File: config.mk
export PLATFORM = sky130hd
export DESIGN_NAME = positional_array_list
export DESIGN_NICKNAME = d
export VERILOG_FILES = /design/src/rtl/core/pla_pkg.sv /design/src/rtl/core/pla_ram.sv /design/src/rtl/core/pla_ctrl.sv /design/src/rtl/core/pla_datapath.sv /design/src/rtl/core/positional_array_list.sv
export SDC_FILE = /design/constraint.sdc
export NUM_CORES = 1
export LEC_CHECK = 0
export BUFFER_PORTS_ARGS = -buffer_cell sky130_fd_sc_hd__buf_2
export CORE_ASPECT_RATIO = 1.5
export CORE_MARGIN = 2
export CORE_UTILIZATION = 56
export DETAILED_ROUTE_END_ITERATION = 10
export GPL_ROUTABILITY_DRIVEN = 1
export PLACE_DENSITY_LB_ADDON = 0.3
export SLEW_MARGIN = 5
export SYNTH_ARGS = -nofsm -noshare
export SYNTH_HDL_FRONTEND = slang
export SYNTH_HIERARCHICAL = 1
export SYNTH_SLANG_ARGS = --single-unit
export TNS_END_PERCENT = 100
File: constraint.sdc
create_clock -name clk -period 5.9 [get_ports clk]
set_input_delay 1.18 -clock clk [delete_from_list [all_inputs] [get_ports clk]]
set_output_delay 1.18 -clock clk [all_outputs]
set_load 0.01 [all_outputs]
File: src/rtl/core/pla_pkg.sv
`timescale 1ns / 1ps
`default_nettype none

package pla_pkg;

    localparam int KIND_W    = 3;
    localparam int STATUS_W  = 3;
    localparam int VALUE_W   = 32;
    localparam int ELEMENT_W = 32;

    localparam logic [KIND_W-1:0] KIND_INSERT  = 3'd0;
    localparam logic [KIND_W-1:0] KIND_DELETE  = 3'd1;
    localparam logic [KIND_W-1:0] KIND_GET     = 3'd2;
    localparam logic [KIND_W-1:0] KIND_LOCATE  = 3'd3;
    localparam logic [KIND_W-1:0] KIND_REVERSE = 3'd4;

    localparam logic [STATUS_W-1:0] STATUS_OK        = 3'd0;
    localparam logic [STATUS_W-1:0] STATUS_BAD_POS   = 3'd1;
    localparam logic [STATUS_W-1:0] STATUS_EMPTY     = 3'd2;
    localparam logic [STATUS_W-1:0] STATUS_FULL      = 3'd3;
    localparam logic [STATUS_W-1:0] STATUS_NOT_FOUND = 3'd4;

    typedef enum logic [1:0] {
        ADDR_LO    = 2'd0,
        ADDR_LO_M1 = 2'd1,
        ADDR_HI    = 2'd2
    } addr_sel_t;

    typedef enum logic [1:0] {
        WDATA_RDATA = 2'd0,
        WDATA_HOLD  = 2'd1,
        WDATA_VALUE = 2'd2
    } wdata_sel_t;

    typedef struct packed {
        logic       accept;
        logic       init;
        logic       rd_en;
        addr_sel_t  rd_addr_sel;
        logic       wr_en;
        addr_sel_t  wr_addr_sel;
        wdata_sel_t wr_data_sel;
        logic       lo_inc;
        logic       lo_dec;
        logic       hi_dec;
        logic       hold_load;
        logic       get_capture;
        logic       loc_hit;
        logic       used_inc;
        logic       used_dec;
        logic       out_load;
    } dp_cmd_t;

    typedef struct packed {
        logic [KIND_W-1:0] kind;
        logic              go;
        logic              ins_done;
        logic              lo_lt_used;
        logic              lo_lt_hi;
        logic              match;
        logic              out_free;
    } dp_stat_t;

endpackage

`default_nettype wire

File: src/rtl/core/pla_ram.sv
`timescale 1ns / 1ps
`default_nettype none

module pla_ram #(
    parameter int WIDTH = 32,
    parameter int DEPTH = 16
) (
    input  wire logic                     clk,
    input  wire logic                     wr_en,
    input  wire logic [$clog2(DEPTH)-1:0] wr_addr,
    input  wire logic [WIDTH-1:0]         wr_data,
    input  wire logic                     rd_en,
    input  wire logic [$clog2(DEPTH)-1:0] rd_addr,
    output logic      [WIDTH-1:0]         rd_data
);

    logic [WIDTH-1:0] mem [DEPTH];

    always_ff @(posedge clk)
    begin
        if (wr_en)
        begin
            mem[wr_addr] <= wr_data;
        end
        if (rd_en)
        begin
            rd_data <= mem[rd_addr];
        end
    end

endmodule

`default_nettype wire

File: src/rtl/core/pla_ctrl.sv
`timescale 1ns / 1ps
`default_nettype none

module pla_ctrl
    import pla_pkg::*;
(
    input  wire logic     clk,
    input  wire logic     rst_n,
    input  wire logic     in_valid,
    output logic          in_ready,
    output dp_cmd_t       cmd,
    input  wire dp_stat_t stat
);

    typedef enum logic [15:0] {
        ST_IDLE    = 16'b0000_0000_0000_0001,
        ST_CHECK   = 16'b0000_0000_0000_0010,
        ST_INS_RD  = 16'b0000_0000_0000_0100,
        ST_INS_WR  = 16'b0000_0000_0000_1000,
        ST_INS_PUT = 16'b0000_0000_0001_0000,
        ST_DEL_RD  = 16'b0000_0000_0010_0000,
        ST_DEL_WR  = 16'b0000_0000_0100_0000,
        ST_GET_RD  = 16'b0000_0000_1000_0000,
        ST_GET_CAP = 16'b0000_0001_0000_0000,
        ST_LOC_RD  = 16'b0000_0010_0000_0000,
        ST_LOC_CMP = 16'b0000_0100_0000_0000,
        ST_REV_RA  = 16'b0000_1000_0000_0000,
        ST_REV_RB  = 16'b0001_0000_0000_0000,
        ST_REV_WA  = 16'b0010_0000_0000_0000,
        ST_REV_WB  = 16'b0100_0000_0000_0000,
        ST_FINISH  = 16'b1000_0000_0000_0000
    } state_t;

    state_t state_reg;
    state_t state_next;

    always_ff @(posedge clk or negedge rst_n)
    begin
        if (!rst_n)
        begin
            state_reg <= ST_IDLE;
        end
        else
        begin
            state_reg <= state_next;
        end
    end

    assign in_ready = (state_reg == ST_IDLE);

    always_comb
    begin
        state_next = state_reg;
        cmd        = '0;
        unique case (state_reg)
            ST_IDLE:
            begin
                if (in_valid)
                begin
                    cmd.accept = 1'b1;
                    state_next = ST_CHECK;
                end
            end
            ST_CHECK:
            begin
                cmd.init = 1'b1;
                if (!stat.go)
                begin
                    state_next = ST_FINISH;
                end
                else
                begin
                    priority case (stat.kind)
                        KIND_INSERT:  state_next = ST_INS_RD;
                        KIND_DELETE:  state_next = ST_DEL_RD;
                        KIND_GET:     state_next = ST_GET_RD;
                        KIND_LOCATE:  state_next = ST_LOC_RD;
                        KIND_REVERSE: state_next = ST_REV_RA;
                        default:      state_next = ST_FINISH;
                    endcase
                end
            end
            ST_INS_RD:
            begin
                if (stat.ins_done)
                begin
                    state_next = ST_INS_PUT;
                end
                else
                begin
                    cmd.rd_en       = 1'b1;
                    cmd.rd_addr_sel = ADDR_LO_M1;
                    state_next      = ST_INS_WR;
                end
            end
            ST_INS_WR:
            begin
                cmd.wr_en       = 1'b1;
                cmd.wr_addr_sel = ADDR_LO;
                cmd.wr_data_sel = WDATA_RDATA;
                cmd.lo_dec      = 1'b1;
                state_next      = ST_INS_RD;
            end
            ST_INS_PUT:
            begin
                cmd.wr_en       = 1'b1;
                cmd.wr_addr_sel = ADDR_LO;
                cmd.wr_data_sel = WDATA_VALUE;
                cmd.used_inc    = 1'b1;
                state_next      = ST_FINISH;
            end
            ST_DEL_RD:
            begin
                if (!stat.lo_lt_used)
                begin
                    cmd.used_dec = 1'b1;
                    state_next   = ST_FINISH;
                end
                else
                begin
                    cmd.rd_en       = 1'b1;
                    cmd.rd_addr_sel = ADDR_LO;
                    state_next      = ST_DEL_WR;
                end
            end
            ST_DEL_WR:
            begin
                cmd.wr_en       = 1'b1;
                cmd.wr_addr_sel = ADDR_LO_M1;
                cmd.wr_data_sel = WDATA_RDATA;
                cmd.lo_inc      = 1'b1;
                state_next      = ST_DEL_RD;
            end
            ST_GET_RD:
            begin
                cmd.rd_en       = 1'b1;
                cmd.rd_addr_sel = ADDR_LO;
                state_next      = ST_GET_CAP;
            end
            ST_GET_CAP:
            begin
                cmd.get_capture = 1'b1;
                state_next      = ST_FINISH;
            end
            ST_LOC_RD:
            begin
                if (!stat.lo_lt_used)
                begin
                    state_next = ST_FINISH;
                end
                else
                begin
                    cmd.rd_en       = 1'b1;
                    cmd.rd_addr_sel = ADDR_LO;
                    state_next      = ST_LOC_CMP;
                end
            end
            ST_LOC_CMP:
            begin
                if (stat.match)
                begin
                    cmd.loc_hit = 1'b1;
                    state_next  = ST_FINISH;
                end
                else
                begin
                    cmd.lo_inc = 1'b1;
                    state_next = ST_LOC_RD;
                end
            end
            ST_REV_RA:
            begin
                if (!stat.lo_lt_hi)
                begin
                    state_next = ST_FINISH;
                end
                else
                begin
                    cmd.rd_en       = 1'b1;
                    cmd.rd_addr_sel = ADDR_LO;
                    state_next      = ST_REV_RB;
                end
            end
            ST_REV_RB:
            begin
                cmd.hold_load   = 1'b1;
                cmd.rd_en       = 1'b1;
                cmd.rd_addr_sel = ADDR_HI;
                state_next      = ST_REV_WA;
            end
            ST_REV_WA:
            begin
                cmd.wr_en       = 1'b1;
                cmd.wr_addr_sel = ADDR_LO;
                cmd.wr_data_sel = WDATA_RDATA;
                state_next      = ST_REV_WB;
            end
            ST_REV_WB:
            begin
                cmd.wr_en       = 1'b1;
                cmd.wr_addr_sel = ADDR_HI;
                cmd.wr_data_sel = WDATA_HOLD;
                cmd.lo_inc      = 1'b1;
                cmd.hi_dec      = 1'b1;
                state_next      = ST_REV_RA;
            end
            ST_FINISH:
            begin
                if (stat.out_free)
                begin
                    cmd.out_load = 1'b1;
                    state_next   = ST_IDLE;
                end
            end
            default:
            begin
                state_next = ST_IDLE;
            end
        endcase
    end

endmodule

`default_nettype wire

File: src/rtl/core/pla_datapath.sv
`timescale 1ns / 1ps
`default_nettype none

module pla_datapath
    import pla_pkg::*;
#(
    parameter int CAPACITY = 16,
    parameter int DATA_W   = 32
) (
    input  wire logic                             clk,
    input  wire logic                             rst_n,
    input  wire logic [KIND_W-1:0]                in_kind,
    input  wire logic [$clog2(CAPACITY+1)-1:0]    in_position,
    input  wire logic [VALUE_W-1:0]               in_value,
    input  wire dp_cmd_t                          cmd,
    output dp_stat_t                              stat,
    output logic                                  out_valid,
    input  wire logic                             out_ready,
    output logic [STATUS_W-1:0]                   out_status,
    output logic [ELEMENT_W-1:0]                  out_element,
    output logic [$clog2(CAPACITY+1):0]           out_found_at,
    output logic [$clog2(CAPACITY+1)-1:0]         out_count
);

    localparam int POS_W   = $clog2(CAPACITY + 1);
    localparam int IDX_W   = $clog2(CAPACITY);
    localparam int FOUND_W = POS_W + 1;
    localparam logic [POS_W-1:0] CAP_COUNT = POS_W'(CAPACITY);

    logic [KIND_W-1:0]    kind_reg;
    logic [POS_W-1:0]     pos_reg;
    logic [DATA_W-1:0]    val_reg;
    logic [DATA_W-1:0]    val_wide;
    logic [POS_W-1:0]     used_reg;
    logic [POS_W-1:0]     lo_reg;
    logic [POS_W-1:0]     hi_reg;
    logic [DATA_W-1:0]    hold_reg;
    logic [STATUS_W-1:0]  res_status_reg;
    logic [ELEMENT_W-1:0] res_element_reg;
    logic [FOUND_W-1:0]   res_found_reg;
    logic                 out_valid_reg;
    logic [STATUS_W-1:0]  out_status_reg;
    logic [ELEMENT_W-1:0] out_element_reg;
    logic [FOUND_W-1:0]   out_found_reg;
    logic [POS_W-1:0]     out_count_reg;

    logic [STATUS_W-1:0]  chk_status;
    logic                 chk_go;
    logic [POS_W:0]       used_p1;
    logic                 pos_zero;
    logic [POS_W-1:0]     lo_m1;
    logic [POS_W-1:0]     pos_m1;
    logic [IDX_W-1:0]     rd_addr;
    logic [IDX_W-1:0]     wr_addr;
    logic [DATA_W-1:0]    wr_data;
    logic [DATA_W-1:0]    ram_rdata;
    logic [ELEMENT_W-1:0] rdata_elem;

    generate
        if (DATA_W >= VALUE_W)
        begin : g_wide
            assign val_wide   = DATA_W'($signed(in_value));
            assign rdata_elem = ram_rdata[ELEMENT_W-1:0];
        end
        else
        begin : g_narrow
            assign val_wide   = in_value[DATA_W-1:0];
            assign rdata_elem = ELEMENT_W'(ram_rdata);
        end
    endgenerate

    assign used_p1  = {1'b0, used_reg} + 1'b1;
    assign pos_zero = (pos_reg == '0);
    assign lo_m1    = lo_reg - 1'b1;
    assign pos_m1   = pos_reg - 1'b1;

    always_comb
    begin
        chk_status = STATUS_OK;
        chk_go     = 1'b0;
        priority case (kind_reg)
            KIND_INSERT:
            begin
                if (used_reg == CAP_COUNT)
                begin
                    chk_status = STATUS_FULL;
                end
                else if (pos_zero || ({1'b0, pos_reg} > used_p1))
                begin
                    chk_status = STATUS_BAD_POS;
                end
                else
                begin
                    chk_go = 1'b1;
                end
            end
            KIND_DELETE, KIND_GET:
            begin
                if (used_reg == '0)
                begin
                    chk_status = STATUS_EMPTY;
                end
                else if (pos_zero || (pos_reg > used_reg))
                begin
                    chk_status = STATUS_BAD_POS;
                end
                else
                begin
                    chk_go = 1'b1;
                end
            end
            KIND_LOCATE:
            begin
                chk_status = STATUS_NOT_FOUND;
                chk_go     = (used_reg != '0);
            end
            KIND_REVERSE:
            begin
                chk_go = (used_reg > POS_W'(1));
            end
            default:
            begin
                chk_go = 1'b0;
            end
        endcase
    end

    always_comb
    begin
        unique case (cmd.rd_addr_sel)
            ADDR_LO_M1: rd_addr = lo_m1[IDX_W-1:0];
            ADDR_HI:    rd_addr = hi_reg[IDX_W-1:0];
            default:    rd_addr = lo_reg[IDX_W-1:0];
        endcase
        unique case (cmd.wr_addr_sel)
            ADDR_LO_M1: wr_addr = lo_m1[IDX_W-1:0];
            ADDR_HI:    wr_addr = hi_reg[IDX_W-1:0];
            default:    wr_addr = lo_reg[IDX_W-1:0];
        endcase
        unique case (cmd.wr_data_sel)
            WDATA_HOLD:  wr_data = hold_reg;
            WDATA_VALUE: wr_data = val_reg;
            default:     wr_data = ram_rdata;
        endcase
    end

    pla_ram #(
        .WIDTH (DATA_W),
        .DEPTH (CAPACITY)
    ) u_slots (
        .clk     (clk),
        .wr_en   (cmd.wr_en),
        .wr_addr (wr_addr),
        .wr_data (wr_data),
        .rd_en   (cmd.rd_en),
        .rd_addr (rd_addr),
        .rd_data (ram_rdata)
    );

    always_ff @(posedge clk or negedge rst_n)
    begin
        if (!rst_n)
        begin
            used_reg      <= '0;
            out_valid_reg <= 1'b0;
        end
        else
        begin
            if (cmd.used_inc)
            begin
                used_reg <= used_reg + 1'b1;
            end
            else if (cmd.used_dec)
            begin
                used_reg <= used_reg - 1'b1;
            end
            if (cmd.out_load)
            begin
                out_valid_reg <= 1'b1;
            end
            else if (out_ready)
            begin
                out_valid_reg <= 1'b0;
            end
        end
    end

    always_ff @(posedge clk)
    begin
        if (cmd.accept)
        begin
            kind_reg <= in_kind;
            pos_reg  <= in_position;
            val_reg  <= val_wide;
        end
        if (cmd.init)
        begin
            res_status_reg  <= chk_status;
            res_element_reg <= '0;
            res_found_reg   <= (kind_reg == KIND_LOCATE) ? {FOUND_W{1'b1}} : '0;
            hi_reg          <= used_reg - 1'b1;
            priority case (kind_reg)
                KIND_INSERT: lo_reg <= used_reg;
                KIND_DELETE: lo_reg <= pos_reg;
                KIND_GET:    lo_reg <= pos_m1;
                default:     lo_reg <= '0;
            endcase
        end
        else
        begin
            if (cmd.lo_inc)
            begin
                lo_reg <= lo_reg + 1'b1;
            end
            else if (cmd.lo_dec)
            begin
                lo_reg <= lo_m1;
            end
            if (cmd.hi_dec)
            begin
                hi_reg <= hi_reg - 1'b1;
            end
        end
        if (cmd.hold_load)
        begin
            hold_reg <= ram_rdata;
        end
        if (cmd.get_capture)
        begin
            res_element_reg <= rdata_elem;
        end
        if (cmd.loc_hit)
        begin
            res_status_reg <= STATUS_OK;
            res_found_reg  <= {1'b0, lo_reg + 1'b1};
        end
        if (cmd.out_load)
        begin
            out_status_reg  <= res_status_reg;
            out_element_reg <= res_element_reg;
            out_found_reg   <= res_found_reg;
            out_count_reg   <= used_reg;
        end
    end

    assign stat.kind       = kind_reg;
    assign stat.go         = chk_go;
    assign stat.ins_done   = (lo_reg == pos_m1);
    assign stat.lo_lt_used = (lo_reg < used_reg);
    assign stat.lo_lt_hi   = (lo_reg < hi_reg);
    assign stat.match      = (ram_rdata == val_reg);
    assign stat.out_free   = !out_valid_reg || out_ready;

    assign out_valid    = out_valid_reg;
    assign out_status   = out_status_reg;
    assign out_element  = out_element_reg;
    assign out_found_at = out_found_reg;
    assign out_count    = out_count_reg;

endmodule

`default_nettype wire

File: src/rtl/core/positional_array_list.sv
// Ordered list of up to CAPACITY signed words, positions counted from 1, kept in one
// simple dual-port RAM with registered read. Each command on the slave stream
// (tuser = kind: insert, delete, get, locate, reverse) yields exactly one result
// transaction on the master stream carrying status, element, found position and the
// new element count; the list takes one command at a time while the previous result
// may still wait at the output register. Every RAM move is a read followed by a
// write: insert shifts the elements from position p to the end one slot back, delete
// shifts those after p one slot forward, get reads the slot at p, locate
// reads from the front until a hit or the end, and reverse swaps pairs from both ends
// inward. An error, an unknown kind, a locate on an empty list or a reverse of fewer
// than two elements touches no RAM. A command occupies the block until its result is
// loaded into the output register, waiting for that register to free. An insert into
// a full list is refused with a full status rather than growing the store.
`timescale 1ns / 1ps
`default_nettype none

module positional_array_list
    import pla_pkg::*;
#(
    parameter int CAPACITY = 16,
    parameter int DATA_W   = 32
) (
    input  wire logic clk,
    input  wire logic rst_n,
    input  wire logic s_axis_tvalid,
    output logic      s_axis_tready,
    // position, value
    input  wire logic [((($clog2(CAPACITY+1)) + 32 + 7) / 8) * 8 - 1:0] s_axis_tdata,
    // kind
    input  wire logic [2:0] s_axis_tuser,
    output logic      m_axis_tvalid,
    input  wire logic m_axis_tready,
    // element, found_at, count
    output logic [((32 + 2 * ($clog2(CAPACITY+1)) + 1 + 7) / 8) * 8 - 1:0] m_axis_tdata,
    // status
    output logic [2:0] m_axis_tuser
);

    localparam int POS_W     = $clog2(CAPACITY + 1);
    localparam int FOUND_W   = POS_W + 1;
    localparam int OUT_USED  = ELEMENT_W + FOUND_W + POS_W;
    localparam int M_TDATA_W = ((OUT_USED + 7) / 8) * 8;

    dp_cmd_t              cmd;
    dp_stat_t             stat;
    logic [STATUS_W-1:0]  out_status;
    logic [ELEMENT_W-1:0] out_element;
    logic [FOUND_W-1:0]   out_found_at;
    logic [POS_W-1:0]     out_count;

    pla_ctrl u_ctrl (
        .clk      (clk),
        .rst_n    (rst_n),
        .in_valid (s_axis_tvalid),
        .in_ready (s_axis_tready),
        .cmd      (cmd),
        .stat     (stat)
    );

    pla_datapath #(
        .CAPACITY (CAPACITY),
        .DATA_W   (DATA_W)
    ) u_datapath (
        .clk          (clk),
        .rst_n        (rst_n),
        .in_kind      (s_axis_tuser),
        .in_position  (s_axis_tdata[POS_W-1:0]),
        .in_value     (s_axis_tdata[POS_W+VALUE_W-1:POS_W]),
        .cmd          (cmd),
        .stat         (stat),
        .out_valid    (m_axis_tvalid),
        .out_ready    (m_axis_tready),
        .out_status   (out_status),
        .out_element  (out_element),
        .out_found_at (out_found_at),
        .out_count    (out_count)
    );

    assign m_axis_tuser = out_status;
    assign m_axis_tdata = M_TDATA_W'({out_count, out_found_at, out_element});

endmodule

`default_nettype wire

# Yosys cells after proc, flatten, opt, wreduce, memory -nomap -nowiden

Memory sizes are Yosys's and may differ from the RTL's. A register that Yosys moved wholly into a read port is not among the register bits.
Index checks and enable logic that the tools add are counted.

Add/subtract/negate cells: 7
$mul: 0
Divide/modulo/power cells: 0
$lt $le $gt $ge: 5
Equality and inequality tests: 31
Shift operators: 0
Mux-type cells: 61
Bitwise gates (word level): 0
Reduce and logical (&&, ||, !) cells: 20

Operator list:

| kind                 | number |
|---|---|
| $pmux 16 s15         | 1 |
| $mux 16              | 7 |
| $pmux 16 s5          | 1 |
| $mux 32              | 2 |
| $pmux 32 s2          | 1 |
| $mux 5               | 10 |
| $eq 32x32->1         | 1 |
| $mux 1               | 25 |
| $pmux 5 s4           | 1 |
| $sub 5x1->5 const B  | 4 |
| $eq 16x1->1 const B  | 1 |
| $eq 16x10->1 const B | 1 |
| $eq 16x11->1 const B | 1 |
| $eq 16x12->1 const B | 1 |
| $eq 16x13->1 const B | 1 |
| $eq 16x14->1 const B | 1 |
| $eq 16x15->1 const B | 1 |
| $eq 16x16->1 const B | 1 |
| $eq 16x2->1 const B  | 1 |
| $eq 16x3->1 const B  | 1 |
| $eq 16x4->1 const B  | 1 |
| $eq 16x5->1 const B  | 1 |
| $eq 16x6->1 const B  | 1 |
| $eq 16x7->1 const B  | 1 |
| other kinds (33)     | 57 |

Flip-flop bits (word level): 191
Latch bits: 0
RAM bits: 512
ROM bits: 0
Output and inout port bits: 53
Logic and storage cells: 142
Memories kept: 1

Memories:

| name                   | depth | bits a word | read ports | clocked after Yosys merged registers in | write ports | line          | source |
|---|---|---|---|---|---|---|---|
| u_datapath.u_slots.mem | 16    | 32          | 1          | 1                                       | 1           | pla_ram.sv:17 | `logic [WIDTH-1:0] mem [DEPTH];` |

# Longest topological paths before layout

Depth after elaboration: 8
Gate-level depth with buffers: 17
Gate-level depth less buffers: 15

# By module

Netlist, hierarchy kept.

By module, submodules not included:

| module                | instances | cells each | area an instance (um^2) | sequential area each (um^2) |
|---|---|---|---|---|
| pla_ram               | 1         | 838        | 20155.6                 | 16335.7 |
| pla_datapath          | 1         | 613        | 8001.4                  | 5134.9 |
| pla_ctrl              | 1         | 124        | 1173.6                  | 401.6 |
| positional_array_list | 1         | 6          | 41.3                    | 0.0 |

# Least setup slack after synthesis

Ideal clock, no wire load.

Kind: register to register
From: register u_ctrl.state_reg[12]
To: memory u_datapath.u_slots.mem[0][0], enable pin
Library setup time: 461 ps
Arrival: 5027 ps
Slack: 412 ps
Stages on the path, launching flop included: 12
Period minus slack after synthesis: 5488 ps
Cells stage by stage: dfrtp_1 > buf_6 > nor4_4 > and4b_1 > and2_1 > inv_1 > ha_1 > clkbuf_1 > o21ai_0 > a221o_1 > or3b_2 > nor3_1

RTL lines:

| item                     | line           | source |
|---|---|---|
| start: declaration       | pla_ctrl.sv:34 | `state_t state_reg;` |
| start signal: assignment | pla_ctrl.sv:45 | `state_reg <= state_next;` |
| end: declaration         | pla_ram.sv:17  |  |

==> summary.md <==
| Metric | Value |
|---|---|
| Post-CTS sizing | `0` |
| RD Place Congestion | `0.8705` |
| Post-synthesis cell count | `1581` |
| R2R Setup Slk | `980 ps` |
| Crit path time final | `4924 ps` |
| Share of the synthesized area in the top cell type | `0.7238` |
| CP Max Fanout | `64` |
| DR pass1 iterations | `6` |
| Core Footprint | `51690 um2` |
| Least-Margin Pin Slew | `1075 ps` |
| Num CTS Buffers | `69` |
| I/O Buffers | `91` |
| Outcome | `finished clean` |
| Setup TNS | `0 ps` |
| Die span in y | `284.5 um` |
| Period utilization | `0.8346` |
| HPWL after DPL | `39760 um` |
| Residual DRC | `0` |
| Worst Path Required | `6220 ps` |
| Longest Clk Path Bufs | `3` |
| Starting Density | `0.5683` |
| Setup repair after global routing missed its margin | `false` |
| Post-synth EDFFs | `708` |
| # hold bufs at CTS | `0` |
| Most frequent cells in the layout | `708 x edfxtp_1, 128 x mux4_2, 99 x a22oi_1` |
| Commonest non-fill, non-tap cell in the layout | `edfxtp_1` |
| Ports | `100` |
| Startpoint Class | `flop` |
| Flops & latches, synth | `733` |
| Sequential fraction of the synthesis area | `0.7447` |
| Worst skew pair latency | `590 ps` |
| Final WL | `69070 um` |
| First-pass GRT wire length | `102100 um` |
| Clock Power Share | `0.374` |
| CP Capture Type | `flop` |
| Max cap viols | `0` |
| Area leader, netlist | `edfxtp_1` |
| Top cells by area, synth | `edfxtp_1 72%, mux4_2 9.8%, a22oi_1 2.5%, dfrtp_1 1.8%, ha_1 1.3%` |
| Drt initial violations | `1397` |
| Count of final hold-check violations | `0` |
| Area added between synthesis and finish | `13.42%` |
| Comb power frac | `0.110` |
| Int Pwr | `8.971 mW` |
| Worst Path Arrival | `5250 ps` |
| Switching Share | `0.2366` |
| Power density over the cells | `352.8 nW/um2` |
| FMAX | `203.1 MHz` |
| Reg with most FFs | `u_datapath/u_slots/mem` |
| Max reg flops | `512` |
| Vias in the first global route | `16220` |
| GRT Overall Usage | `0.2605` |
| Initial antenna violation count | `0` |
| Row count | `102` |
| Switching power | `2.781 mW` |
| Synthesized area | `29370 um2` |
| Final Power | `11.75 mW` |
| Max transition margin | `0.2836` |
| Peak supply drop | `0.3006 mV` |
| Flop pwr share | `0.516` |
| NumNets Final | `1812` |
| Clock-pin slew on the worst setup and hold paths | `60 ps` |
| CTS Sinks | `733` |
| Worst Path Class, Setup | `reg2reg` |
| Pins Over Slew Limit | `0` |
| Post-layout util | `0.6445` |
| Asr flop ratio synth | `0.03001` |
| Final setup viols | `0` |
| Library cells used by synthesis | `73` |
| Mean area per synthesized cell | `18.58 um2` |
| Leakage power total | `11.12 nW` |
| CTS tree | `built` |
| GRT overflow | `0` |
| Die W | `191.0 um` |
| Via count | `15610` |
| Routed length per instance | `28.02 um` |
| CTS Root Cell | `clkbuf_16` |
| Pin count of the biggest net entering global routing | `91` |
| Synth Flop Type | `edfxtp_1` |
| Clock skew | `19.90 ps` |
| Ratio of cells with drive above 1 in the final layout | `0.2438` |
| Setup Fix Bufs, Post-CTS | `0` |
| DRT antenna net count | `0` |
| Die area | `54340 um2` |
| Via/cell ratio | `6.331` |
| H-tree Lvls | `3` |
| Yosys warning count | `6` |
| Worst min-delay path class | `reg2reg` |
layer usage:
metal,vias to the layer above,global-route usage,part of all wire
met1,7981,0.3268,0.36
met3,180,0.04309,0.079
met2,798,0.4438,0.52
met4,0,0.1200,0.043
met5,-,0,0
li1,6646,-,-
worst paths after layout:
kind                                                               from                                       end  cells past startpoint
setup / recovery                        u_datapath/pos_reg[0]$_DFFE_PP_  u_datapath/u_slots/rd_data[26]$_DFFE_PP_                     15
hold / removal             u_datapath/res_element_reg[30]$_SDFFCE_PN0P_      u_datapath/out_element[30]$_DFFE_PP_                      0
setup reg to reg                        u_datapath/pos_reg[0]$_DFFE_PP_  u_datapath/u_slots/rd_data[26]$_DFFE_PP_                     15
hold reg to reg            u_datapath/res_element_reg[30]$_SDFFCE_PN0P_      u_datapath/out_element[30]$_DFFE_PP_                      0
max in group asynchronous                                         rst_n          u_datapath/out_valid$_DFFE_PN0P_                      1
min in group asynchronous                                         rst_n        u_datapath/used_reg[4]$_DFFE_PN0P_                      1
stage by stage:
| step | setup WS (ps) | instance area, um2 | std cells | hold slack (ps) |
|---|---|---|---|---|
| detailed placement | 1150 | 31070 | 2339 | 404.5 |
| floorplan | 412.0 | 29390 | 1585 | 400.3 |
| global route | 685.8 | 33310 | 2464 | 422.7 |
| finish | 975.9 | 33310 | 2465 | 414.8 |
| global placement | 1215 | 31070 | 2339 | 405.1 |
| CTS | 1104 | 33310 | 2464 | 411.3 |
cells in the mapped netlist, drive strengths merged (10+ instances only):
cell,count
a21oi,16
a22oi,99
and2,39
buf,46
clkbuf,41
dfrtp,21
edfxtp,708
ha,31
inv,28
mux4,128
nand2,80
nand2b,10
nand3,17
nor2,45
nor2b,15
nor3,14
nor4,15
o21ai,55
xnor2,22
xor2,44
worst max-delay path: stages (launching register included):
cell and delay [ps]:
edfxtp_1 450, inv_1 180, ha_1 210, nor3b_2 290
xnor2_1 200, xnor2_1 90, nor3_1 610, and2b_1 330
inv_1 80, ha_1 350, a221oi_1 140, a21oi_4 230
buf_12 430, mux4_2 590, a22oi_1 250, nand2_1 80
power groups by stage:
| stage | Combinational, mW | Clock [mW] | Sequential (mW) |
|---|---|---|---|
| floorplan | 0.917 | 0 | 6.10 |
| global placement | 1.27 | 0 | 6.16 |
| detailed placement | 1.29 | 0 | 6.17 |
| CTS | 1.30 | 4.47 | 6.06 |
| global route | 1.40 | 4.67 | 6.07 |
| finish | 1.29 | 4.40 | 6.06 |
cell type report:
class | count | area [um2]
Inverter | 29 | 108.9
Multi-Input combinational cell | 736 | 7147
Antenna cell | 1 | 2.502
Clock buffer | 83 | 1864
Timing Repair Buffer | 165 | 1099
Fill cell | 3444 | 18370
Clock inverter | 42 | 374.1
Tap cell | 676 | 845.8
Sequential cell | 733 | 21870
kinds of logic (layout without fill, tap and decap cells):
family / Yosys count / after routing / share of synthesized area
other: 1 / 6 / 0.0001277
AO/OA/AOI/OAI: 213 / 213 / 0.04954
flip-flops: 733 / 733 / 0.7447
AND/OR/NAND/NOR: 286 / 286 / 0.05372
buffers and inverters: 116 / 319 / 0.01853
XOR/XNOR: 66 / 66 / 0.01968
multiplexers: 135 / 135 / 0.1005
adder cells (fa/ha/maj): 31 / 31 / 0.01321
Power figures use the tool's default switching activity.
